File: src/rtl/arbf_pkg.sv
`timescale 1ns / 1ps

package arbf_pkg;

    // fixed field widths
    localparam int COORD_W = 10;
    localparam int WIDTH_W = 11;
    localparam int SLOT_W  = 10;
    localparam int STAT_W  = 2;

    // largest grid side in cells
    localparam logic [WIDTH_W-1:0] GRID_MAX = 11'd1024;

    // item opcodes
    localparam logic OP_PLACE = 1'b0;
    localparam logic OP_START = 1'b1;

    // result status codes
    localparam logic [STAT_W-1:0] STS_OK   = 2'd0;
    localparam logic [STAT_W-1:0] STS_ROWS = 2'd1;
    localparam logic [STAT_W-1:0] STS_BADW = 2'd2;
    localparam logic [STAT_W-1:0] STS_FULL = 2'd3;

    // segment update commands broadcast to the cells
    localparam logic [1:0] CMD_NONE   = 2'd0;
    localparam logic [1:0] CMD_SHRINK = 2'd1;
    localparam logic [1:0] CMD_WRITE  = 2'd2;
    localparam logic [1:0] CMD_SEED   = 2'd3;

    // search record handed from cell to cell
    typedef struct packed {
        logic               active;
        logic [WIDTH_W-1:0] req_width;
        logic               best_hit;
        logic [SLOT_W-1:0]  best_idx;
        logic [COORD_W-1:0] best_x;
        logic [COORD_W-1:0] best_row;
        logic [WIDTH_W-1:0] best_width;
        logic               free_hit;
        logic [SLOT_W-1:0]  free_idx;
    } srch_t;

    // segment update command
    typedef struct packed {
        logic [1:0]         op;
        logic [SLOT_W-1:0]  slot;
        logic [COORD_W-1:0] x;
        logic [COORD_W-1:0] row;
        logic [WIDTH_W-1:0] width;
    } cmd_t;

endpackage

File: src/rtl/arbf_cell.sv
`timescale 1ns / 1ps

module arbf_cell #(
    parameter int IDX = 0
) (
    input  logic           aclk,
    input  logic           aresetn,
    input  arbf_pkg::srch_t rec_in,
    input  arbf_pkg::cmd_t  cmd,
    output arbf_pkg::srch_t rec_out
);

    localparam logic [arbf_pkg::SLOT_W-1:0] SLOT_ID = arbf_pkg::SLOT_W'(IDX);

    logic [arbf_pkg::COORD_W-1:0] x_reg, x_next;
    logic [arbf_pkg::COORD_W-1:0] row_reg, row_next;
    logic [arbf_pkg::WIDTH_W-1:0] width_reg, width_next;
    logic                         valid_reg, valid_next;
    arbf_pkg::srch_t              rec_reg, rec_next;
    logic                         slot_hit;

    assign slot_hit = (cmd.slot == SLOT_ID);

    // fold this segment into the passing search record
    always_comb begin
        rec_next = rec_in;
        if (rec_in.active) begin
            if (!valid_reg) begin
                if (!rec_in.free_hit) begin
                    rec_next.free_hit = 1'b1;
                    rec_next.free_idx = SLOT_ID;
                end
            end else if (width_reg >= rec_in.req_width &&
                         (!rec_in.best_hit || width_reg < rec_in.best_width)) begin
                rec_next.best_hit   = 1'b1;
                rec_next.best_idx   = SLOT_ID;
                rec_next.best_x     = x_reg;
                rec_next.best_row   = row_reg;
                rec_next.best_width = width_reg;
            end
        end
    end

    // segment update from the broadcast command
    always_comb begin
        x_next     = x_reg;
        row_next   = row_reg;
        width_next = width_reg;
        valid_next = valid_reg;
        case (cmd.op)
            arbf_pkg::CMD_SHRINK: begin
                if (slot_hit) begin
                    x_next     = x_reg + cmd.width[arbf_pkg::COORD_W-1:0];
                    width_next = width_reg - cmd.width;
                    valid_next = (width_reg != cmd.width);
                end
            end
            arbf_pkg::CMD_WRITE: begin
                if (slot_hit) begin
                    x_next     = cmd.x;
                    row_next   = cmd.row;
                    width_next = cmd.width;
                    valid_next = 1'b1;
                end
            end
            arbf_pkg::CMD_SEED: begin
                if (IDX == 0) begin
                    x_next     = '0;
                    row_next   = '0;
                    width_next = cmd.width;
                    valid_next = (cmd.width != '0);
                end else begin
                    valid_next = 1'b0;
                end
            end
            default: begin
            end
        endcase
    end

    // segment payload
    always_ff @(posedge aclk) begin
        x_reg     <= x_next;
        row_reg   <= row_next;
        width_reg <= width_next;
    end

    // control state
    always_ff @(posedge aclk) begin
        if (!aresetn) begin
            valid_reg <= 1'b0;
            rec_reg   <= '0;
        end else begin
            valid_reg <= valid_next;
            rec_reg   <= rec_next;
        end
    end

    assign rec_out = rec_reg;

endmodule
File: config.mk
export PLATFORM = sky130hd
export DESIGN_NAME = arbf_cell
export DESIGN_NICKNAME = d
export VERILOG_FILES = /design/src/rtl/arbf_pkg.sv /design/src/rtl/arbf_cell.sv
export SDC_FILE = /design/constraint.sdc
export NUM_CORES = 1
export LEC_CHECK = 0
export BUFFER_PORTS_ARGS = -buffer_cell sky130_fd_sc_hd__buf_2
export CAP_MARGIN = 20
export CORE_MARGIN = 2
export CORE_UTILIZATION = 25
export CTS_CLUSTER_SIZE = 25
export DETAILED_ROUTE_END_ITERATION = 10
export SETUP_SLACK_MARGIN = 0.1
export SLEW_MARGIN = 0
export SYNTH_ARGS = -nofsm -noshare
export SYNTH_HDL_FRONTEND = slang
export SYNTH_SLANG_ARGS = --single-unit
File: constraint.sdc
create_clock -name aclk -period 3.85 [get_ports aclk]
set_input_delay 0.77 -clock aclk [delete_from_list [all_inputs] [get_ports aclk]]
set_output_delay 0.77 -clock aclk [all_outputs]
set_load 0.01 [all_outputs]
# [Word level (Yosys, flattened, before mapping)]
# Index checks and enable logic that the tools add are counted.
[word_totals] reg_bits=97 out_inout_bits=65 word_cells=48
[op_classes] addsub=2 order_cmp=2 n_eq_ne=6 muxes=16 n_reduce_logical=9
[op_table] op="$mux W42" n=2
[op_table] op="$mux W53" n=1
[op_table] op="$mux W10" n=4
[op_table] op="$mux W11" n=3
[op_table] op="$pmux W11 S3" n=1
[op_table] op="$pmux W10 S3" n=1
[op_table] op="$pmux W10 S2" n=1
[op_table] op="$ge A11 B11 Y1" n=1
[op_table] op="$lt A11 B11 Y1" n=1
[op_table] op="$ne A11 B11 Y1" n=1
[op_table] op="$reduce_bool A11 Y1" n=1
[op_table] op="$sub A11 B11 Y11" n=1
[op_table] op="$add A10 B10 Y10" n=1
[op_table] op="$logic_not A10 Y1" n=1
[op_table] op="$eq A2 B2 Y1 const B" n=2
[op_table] op="$ne A2 B2 Y1 const B" n=2
[op_table] op="$pmux W1 S3" n=1
[op_table] op="$reduce_and A3 Y1" n=1
[op_table] op="$reduce_bool A3 Y1" n=1
[op_table] op="$eq A2 B1 Y1 const B" n=1
[op_table] op="$mux W1" n=2
[op_table] op="$reduce_and A2 Y1" n=1
[op_table] op="$reduce_bool A2 Y1" n=1
[op_table] op="$logic_and A1 B1 Y1" n=1
[op_table] op="2 further kinds" n=2

# [Longest topological paths before layout]
# Gate-level depths: netlist of run 1.
[logic_depth] word_depth=6 ltp_mapped=9

# [Worst setup path after synthesis of run 1]
# No wires, ideal clock.
[synth_path] path_kind="input -> register" startpoint="input cmd[36] (netlist name)" endpoint="register valid_reg" setup_ns=0.117 arrival_ns=2.568 required_time_ns=3.733 slack_ns=1.165 path_stages=5 n_path_buf=0 path_cell_list="or4_1 -> nor4_2 -> maj3_1 -> mux2i_1 -> nor2b_1"
[synth_via] elab_chain_len=3 word_cells_on_any_way=4 cone_classes="2 x eq/ne; 2 x reduce/logical"
[synth_lines] element="start, declared" line="arbf_cell.sv:9" rtl="input arbf_pkg::cmd_t cmd,"
[synth_lines] element="$logic_not A10 Y1 *" line="arbf_cell.sv:22" rtl="assign slot_hit = (cmd.slot == SLOT_ID);"
[synth_lines] element="$ne A2 B2 Y1 (no source line)"
[synth_lines] element="$reduce_and A3 Y1 (no source line) *"
[synth_lines] element="end signal, assigned" line="arbf_cell.sv:94" rtl="valid_reg <= valid_next;"
[synth_lines] element="end, declared" line="arbf_cell.sv:18" rtl="logic valid_reg, valid_next;"
# Mark *: on every way between the ends. The rest lies on a longest branch, timed or not.
# A chain may end at the register's enable or synchronous reset.

# [Worst setup path after layout of run 1]
[layout_path] startpoint="input cmd[36] (netlist name)" endpoint="register x_reg[9] (netlist name), enable pin"
[layout_via] elab_chain_len=3 word_cells_on_any_way=4 cone_classes="2 x eq/ne; 2 x reduce/logical"
[layout_lines] element="$logic_not A10 Y1 *" line="arbf_cell.sv:22"
[layout_lines] element="$ne A2 B2 Y1 (no source line)"
[layout_lines] element="$reduce_and A3 Y1 (no source line) *"
[layout_lines] element="end signal, assigned" line="arbf_cell.sv:83" rtl="x_reg <= x_next;"
[layout_lines] element="end, declared" line="arbf_cell.sv:15" rtl="logic [arbf_pkg::COORD_W-1:0] x_reg, x_next;"
# Marked as above.

==> impl_metrics.toml, run 1 <==
[synth]
netlist_instances = 513
netlist_area_um2 = 4980
ys_ff_latch = 97
synth_seq_area_share_pct = 45.2
netlist-cell-type-count = 50
async_flop_share_pct = 0
synth_flop_cell = "dfxtp_1"
synth_edf_count = 31
yosysWarnings = 0
syn_nets = 665
synth_area_per_cell_um2 = 9.72

[timing]
fin_crit_ps = 2600
fmax_ghz = 0.385
fin_skew_ps = 6.60
setup_tns_ps = 0
slew_headroom_pct = 62.8
setup_viol = 0
worstMarginPinSlew_ps = 558
report.final.slew_viol_count = 0
period_share_pct = 67.5
finalHoldViolCount = 0
rsz0062_at_grt = "no"

[global_route]
grt_max_degree = 66
antenna_found_initial = 0
grt_usage_pct = 12.4
grt_overflow_total = 0
grt_pass1_vias = 3827
grt_first_pass_wirelength_um = 20600

[status]
status = "finished, final reports clean"

[placed_design]
routabilityCongestion = 0.891
port_buffers = 174
placed_cells = 936
dp_hpwl_um = 9980

[die]
io_pins = 175
dieArea_um2 = 21100
start_util_pct = 25.5
die_w_um = 145
die_h_um = 145
rows = 51
core_area_um2 = 19500

[min_path]
hold_class = "reg2reg"
min_to = "rec_out[25]"
hold_depth = 2
min_from = "row_reg[3]"

[cts]
insertion_delay_ps = 350
tritoncts = "yes"
h-tree-depth = 3
numCtsBuffers = 9
cts_sinks = 97
cts_hold_buf = 0
post-cts-setup-buffer-count = 0
cts_resized = 0
root_buffer = "clkbuf_16"
clk_pin_slew_ps = 70
clockBufferDepth = 2

[finish]
diodes = 0
drive_gt1_share_pct = 28.7
nets = 834
syn2layout_area_growth_pct = 29.4
fin_cells = 952
largest_reg_flops = 65
nFillCells = 2051

[detailed_routing]
drcViolationCount = 0
drtIter0Drc = 174
first_pass_iters = 4
wl_um = 12900
avgRoutedWirePerCell_um = 13.6
viasPerCell = 4.25
ant_nets = 0
dr_total_vias = 4047

[setup_path]
crit_fanout = 12
worstPathRequired_ps = 3900
crit_path_end_kind = "flop"
ff2ff_path_depth = 9
crit_arrival_ps = 2650
r2r-start = "width_reg[0]"
rr_endpoint = "width_reg[10]"
rrSetupSlack_ps = 1330
crit_type = "in2reg"
start_kind = "input port"

[power_and_ir_drop]
power_density_nw_per_um2 = 404
p_leak_nw = 3.06
irDropWorstVdd_v = 0.000191

[run]
maxCapViolations = 0
metal layers:
metal,part of all wire (%),vias up,global-route usage (%)
met5,0,-,0
met3,6.8,14,3.18
li1,-,2095,-
met1,48,1782,16.7
met4,1.4,0,4.02
met2,44,156,19.5
final cells by class:
class	instances	area (um2)	share of cell area (%)
Multi-Input combinational cell	359	2480	38.4
Tap cell	265	332	5.14
Inverter	37	139	2.15
Sequential cell	97	2250	34.9
Clock inverter	7	98.8	1.53
Timing Repair Buffer	178	926	14.4
Clock buffer	9	225	3.49
cell usage after synthesis, types with 2 or more instances:
| cell type | n | area (um2) |
|---|---|---|
| o21ai_0 | 27 | 135 |
| nand4_1 | 2 | 12.5 |
| a211o_1 | 2 | 17.5 |
| xor2_1 | 9 | 78.8 |
| nor2b_1 | 5 | 31.3 |
| clkbuf_1 | 15 | 56.3 |
| ha_1 | 40 | 500 |
| nor2_1 | 15 | 56.3 |
| mux2i_1 | 34 | 340 |
| a31oi_1 | 2 | 12.5 |
| or4_1 | 2 | 15.0 |
| inv_1 | 37 | 139 |
| o2111ai_1 | 2 | 17.5 |
| nand2b_1 | 6 | 37.5 |
| nand3_1 | 4 | 20.0 |
| and3b_1 | 11 | 96.3 |
| nand2_1 | 89 | 334 |
| nor4_1 | 2 | 12.5 |
| xnor2_1 | 6 | 52.6 |
| a41oi_1 | 2 | 17.5 |
| and2_1 | 33 | 206 |
| o31ai_1 | 2 | 15.0 |
| nor3_1 | 7 | 35.0 |
| edfxtp_1 | 31 | 931 |
| a211oi_1 | 4 | 30.0 |
| fa_1 | 2 | 40.0 |
| dfxtp_1 | 66 | 1320 |
| a21o_1 | 9 | 67.6 |
| o21a_1 | 7 | 52.6 |
| a21oi_1 | 18 | 90.1 |
| buf_8 | 3 | 45.0 |
metrics by stage:
stage	total power [mW]	hold WS [ps]	setup slack, ps	util [%]	instance area (um2)
global placement	1.63	496	851	31.4	6130
finish	2.61	519	1250	33.0	6450
detailed placement	1.63	504	825	31.4	6130
CTS	2.65	524	1190	33.0	6450
floorplan	1.46	482	1170	-	4980
global route	2.76	540	1130	33.0	6450
power breakdown:
group / switching [mW] / internal (mW) / leakage (nW)
logic: 0.242 / 0.207 / 2.06
registers: 0.0314 / 1.13 / 0.840
clock network: 0.421 / 0.577 / 0.162
worst max-delay path by stage:
stage	start	endpoint	slack [ps]	cells past startpoint
final	cmd[36]	x_reg[9]	1250	5
after global routing	cmd[36]	x_reg[9]	1130	5
after CTS	cmd[36]	x_reg[9]	1190	5
after detailed placement	cmd[36]	x_reg[9]	830	5
after global placement	cmd[36]	x_reg[0]	850	5
after floorplan	cmd[36]	valid_reg	1170	5
critical path: stages:
cell and delay, ps:
buf_2 100, or4_1 530, nor4_2 340, maj3_1 610
buf_4 310
layout by cell type, fill, tap and decap left out, types with 15 or more instances in the layout:
cell type	Yosys	routed
inv_1	37	37
nand2_1	89	89
nor2_1	15	15
buf_2	0	174
ha_1	40	40
mux2i_1	34	34
edfxtp_1	31	31
o21ai_0	27	27
and2_1	33	33
dfxtp_1	66	66
a21oi_1	18	18
cell families after synthesis:
family,count (synthesis),synth area share [%]
compound gates,86,11.2
xor+xnor,15,2.64
fa+ha+maj,43,11.0
buf+inv,57,5.12
flops,97,45.2
mux,34,6.83
simple gates,181,18.0
Note: power is estimated with default switching activity, not from simulation.
==> run 2, diff against run 1 <==
clock period = 2.5 ns   (was 3.85 ns; I/O delays follow)
==> run 2 against run 1 <==
Against the previous run:
- combinational power rose by 61%
- wire length grew 0.95%
- clock power is 31% higher
- worst setup slack worse by 1000 ps
- clock-buffer cell count up 3
- critical path type is now reg2reg
==> impl_metrics.toml, run 2 (same netlist as run 1, synthesis figures left out) <==
[finish]
layout_common_cells = "174 x buf_2, 89 x nand2_1, 66 x dfxtp_1, 40 x ha_1, 37 x inv_1"
fin_cells = 965
syn2layout_area_growth_pct = 30.8
regArea_um2 = 2250
drive_gt1_share_pct = 30.6
final_util_pct = 33.4
largest_reg_flops = 65
nets = 847
fin_area_um2 = 6520
layout_commonest_cell = "buf_2"
nFillCells = 2069
multi_input_area_um2 = 2500
diodes = 0

[min_path]
hold_class = "in2reg"
min_from = "rec_in[0]"

[cts]
clockBufferDepth = 2
cts_sinks = 97
insertion_delay_ps = 340
post-cts-setup-buffer-count = 0
root_buffer = "clkbuf_16"
cts_hold_buf = 0
numCtsBuffers = 9
clk_pin_slew_ps = 70
tritoncts = "yes"
h-tree-depth = 3

[timing]
period_share_pct = 90.7
slew_headroom_pct = 59.0
fmax_ghz = 0.441
worstMarginPinSlew_ps = 614
fin_skew_ps = 8.72
fin_hold_ws_ps = 358
report.final.slew_viol_count = 0
fin_crit_ps = 2270
rsz0062_at_grt = "yes"
post-route-worst-setup-slack_ps = 232
setup_viol = 0
finalHoldViolCount = 0

[die]
dieArea_um2 = 21100
io_pins = 175
start_util_pct = 25.5
die_h_um = 145
rows = 51
die_w_um = 145
core_area_um2 = 19500

[detailed_routing]
wl_um = 13000
ant_nets = 0
drtIter0Drc = 195
first_pass_iters = 4
viasPerCell = 4.27
drcViolationCount = 0
dr_total_vias = 4119
avgRoutedWirePerCell_um = 13.5

[placed_design]
placed_cells = 949
placed_area_um2 = 6220
pre_cts_ws_ps = -130
routabilityCongestion = 0.859
port_buffers = 174
dp_hpwl_um = 10300

[status]
status = "finished, final reports clean"

[power_and_ir_drop]
p_switching_mw = 1.03
seqPwrFrac_pct = 46.8
p_int_mw = 2.78
p_comb_share_pct = 19.0
swShare_pct = 27.1
power_density_nw_per_um2 = 584
irDropWorstVdd_v = 0.000269
clkPwrFrac_pct = 34.3
p_leak_nw = 3.10

[global_route]
grt_overflow_total = 0
antenna_found_initial = 0
top_usage_layer = "met2"
grt_first_pass_wirelength_um = 20800
use_met3_pct = 3.11
grt_pass1_vias = 3947
grt_usage_pct = 12.5
met2_usage_pct = 20.1
met1_usage_pct = 16.7
grt_max_degree = 60

[setup_path]
start_kind = "flop"
cp-startpoint = "width_reg[0]"
crit_type = "reg2reg"
crit_path_end_kind = "flop"
worstPathRequired_ps = 2580
r2r-start = "width_reg[0]"
crit_fanout = 3
crit_arrival_ps = 2340

[run]
maxCapViolations = 0
[run 2: layout make-up]
type                    count  area share, %
flip-flops and latches     97           34.5
repair buffers            191           15.7
inverters                  37           2.13
clock inverters             4          0.422
multi-input cells         359           38.3
well taps                 265           5.09
clock buffers              12           3.78
[run 2: power by group through the flow]
stage               registers, mW  clock network, mW  logic, mW
floorplan                    1.84                  0      0.410
global placement             1.82                  0      0.712
detailed placement           1.82                  0      0.718
CTS                          1.78               1.37      0.723
global route                 1.79               1.44      0.819
finish                       1.78               1.31      0.722
[run 2: layer usage]
| metal | share of wire [%] | vias up |
|---|---|---|
| li1 | - | 2125 |
| met1 | 48 | 1837 |
| met2 | 44 | 150 |
| met3 | 6.2 | 7 |
| met4 | 1.4 | 0 |
| met5 | 0 | - |
[run 2: worst paths after layout]
| kind | end | slack (ps) | cells past startpoint |
|---|---|---|---|
| max | width_reg[10] | 230 | 9 |
| min | rec_out[0] | 360 | 2 |
| max reg2reg | width_reg[10] | 230 | 9 |
| min reg2reg | rec_out[25] | 510 | 2 |
[run 2: timing repair]
item	in CTS	in global routing
setup endpoints to repair	1	17
pin swaps	0	3
gates resized for setup	1	5
gates cloned	0	0
[run 2: metrics by stage]
step,setup TNS (ps),total power [mW]
3_3_place_gp,-143,2.53
5_1_grt,0,4.05
4_1_cts,0,3.87
6_report,0,3.81
3_5_place_dp,-247,2.54
2_1_floorplan,0,2.25
[run 2: worst max-delay path: stages (launching register included)]
cell and delay [ps]:
edfxtp_1 340, inv_1 90, ha_1 220, fa_1 400
nand2b_1 190, a21oi_2 190, o21ai_2 90, a21oi_2 190
mux2i_1 210, o2bb2ai_1 80
==> run 3, diff against run 2 <==
CORE_UTILIZATION = 50   (was 25)
PLACE_DENSITY = 0.8   (was default)
==> run 3 against run 2 <==
Against the previous run:
- register-to-register slack lost 70 ps
- sequential cell count is the same
- clock power shrank 18%
- critical path type unchanged
- critical endpoint is now rec_out[48]
- largest cell class unchanged
==> impl_metrics.toml, run 3 (same netlist as run 1, synthesis figures left out) <==
[global_route]
antenna_found_initial = 0
grt_overflow_total = 0
grt_usage_pct = 23.8
grt_pass1_vias = 4229
grt_max_degree = 88
grt_first_pass_wirelength_um = 20500

[detailed_routing]
dr_total_vias = 4385
drcViolationCount = 0
viasPerCell = 5.23
wl_um = 13200
ant_nets = 0
drtIter0Drc = 312
first_pass_iters = 4
avgRoutedWirePerCell_um = 15.7

[timing]
worstMarginPinSlew_ps = 594
fin_skew_ps = 10.8
finalHoldViolCount = 0
setup_viol = 0
rsz0062_at_grt = "yes"
setup_tns_ps = 0
fin_crit_ps = 2340
report.final.slew_viol_count = 0
slew_headroom_pct = 60.3
fmax_ghz = 0.427
period_share_pct = 93.7
post-route-worst-setup-slack_ps = 159

[run]
maxCapViolations = 0

[cts]
cts_sinks = 97
h-tree-depth = 3
numCtsBuffers = 9
cts_hold_buf = 0
clockBufferDepth = 2
insertion_delay_ps = 370
root_buffer = "clkbuf_8"
clk_pin_slew_ps = 110
tritoncts = "yes"

[setup_path]
crit_path_end_kind = "flop"
worstPathRequired_ps = 2770
path_buf_inv = 2
ff2ff_path_depth = 9
crit_chain = "ha_1 > a21o_1 > a211o_1 > a41oi_1 > o21ai_2 > a31oi_4 > buf_12 > buf_12 > and3b_1"
crit_fanout = 20
cp_top_family = "compound AO/OA/AOI/OAI gates"
r2r-start = "width_reg[4]"
rrSetupSlack_ps = 160
rr_endpoint = "rec_out[48]"
critPathMostFrequentCell = "buf_12"
crit_type = "reg2reg"
max_stage_delay_ps = 450
crit_slowest_cell = "edfxtp_1"
start_kind = "flop"
crit_arrival_ps = 2610

[min_path]
min_from = "rec_in[1]"
min_to = "rec_out[1]"
hold_depth = 2
hold_class = "in2reg"

[placed_design]
pre_cts_ws_ps = -126
dp_hpwl_um = 10000
port_buffers = 174
placed_cells = 818
routabilityCongestion = 0.921

[finish]
nFillCells = 829
drive_gt1_share_pct = 31.4
largest_reg_flops = 65
layout_common_cells = "174 x buf_2, 89 x nand2_1, 66 x dfxtp_1, 40 x ha_1, 37 x inv_1"
diodes = 0
fin_cells = 839
nets = 853
syn2layout_area_growth_pct = 28.8
layout_commonest_cell = "buf_2"

[die]
start_util_pct = 51.2
die_h_um = 104
dieArea_um2 = 10800
die_w_um = 104
rows = 36
io_pins = 175
core_area_um2 = 9730

[status]
status = "finished, final reports clean"

[power_and_ir_drop]
power_density_nw_per_um2 = 563
p_leak_nw = 3.13
irDropWorstVdd_v = 0.000279
p_total_mw = 3.62
run 3: cell types whose count changed in the layout (fill, tap and decap cells not counted), moves of 2 or more:
cell,delta
clkbuf_1,-2
clkinv_8,+2
buf_12,+3
clkbuf_16,-6
clkbuf_8,+8
clkinv_4,+2
run 3: layer usage:
layer / global-route usage (%) / wire length [um] / share of wire, %
met1: 29.0 / 5450 / 41
met2: 42.8 / 6790 / 52
met3: 3.96 / 744 / 5.6
met4: 7.34 / 191 / 1.5
met5: 0 / 0 / 0
run 3: repair_timing:
item	4_1_cts	5_1_grt
resized for setup	1	6
endpoints found under the setup margin	1	43
setup buffers	0	3
cloned	0	2
pin swaps	0	2
run 3: metrics by stage:
step,area [um2],utilization [%],hold slack (ps)
after global routing,6420,66.0,313
final,6420,66.0,325
after detailed placement,6090,62.6,501
after CTS,6310,64.9,315
after floorplan,4990,-,482
after global placement,6090,62.6,492
run 3: worst max-delay path by stage:
| stage | cells after the start | end | start | slack, ps |
|---|---|---|---|---|
| 5_1_grt | 9 | width_reg[10] | width_reg[0] | 40 |
| 3_3_place_gp | 9 | width_reg[10] | cmd[0] | -70 |
| 6_report | 9 | rec_out[48] | width_reg[4] | 160 |
| 4_1_cts | 9 | width_reg[10] | width_reg[0] | 120 |
| 3_5_place_dp | 9 | width_reg[10] | cmd[0] | -130 |
| 2_1_floorplan | 8 | width_reg[10] | cmd[0] | 180 |
run 3: power by group:
part	switching [mW]	internal, mW
combinational	0.408	0.353
sequential	0.0451	1.74
clock	0.620	0.453
run 3: cell type report:
| class | instances | area, um2 | area share (%) |
|---|---|---|---|
| clock buffer | 10 | 149 | 2.32 |
| clock inverter | 6 | 70.1 | 1.09 |
| inverter | 37 | 139 | 2.16 |
| multi-input combinational | 359 | 2500 | 39.0 |
| sequential | 97 | 2250 | 35.1 |
| tap | 133 | 166 | 2.59 |
| timing repair buffer | 197 | 1140 | 17.8 |
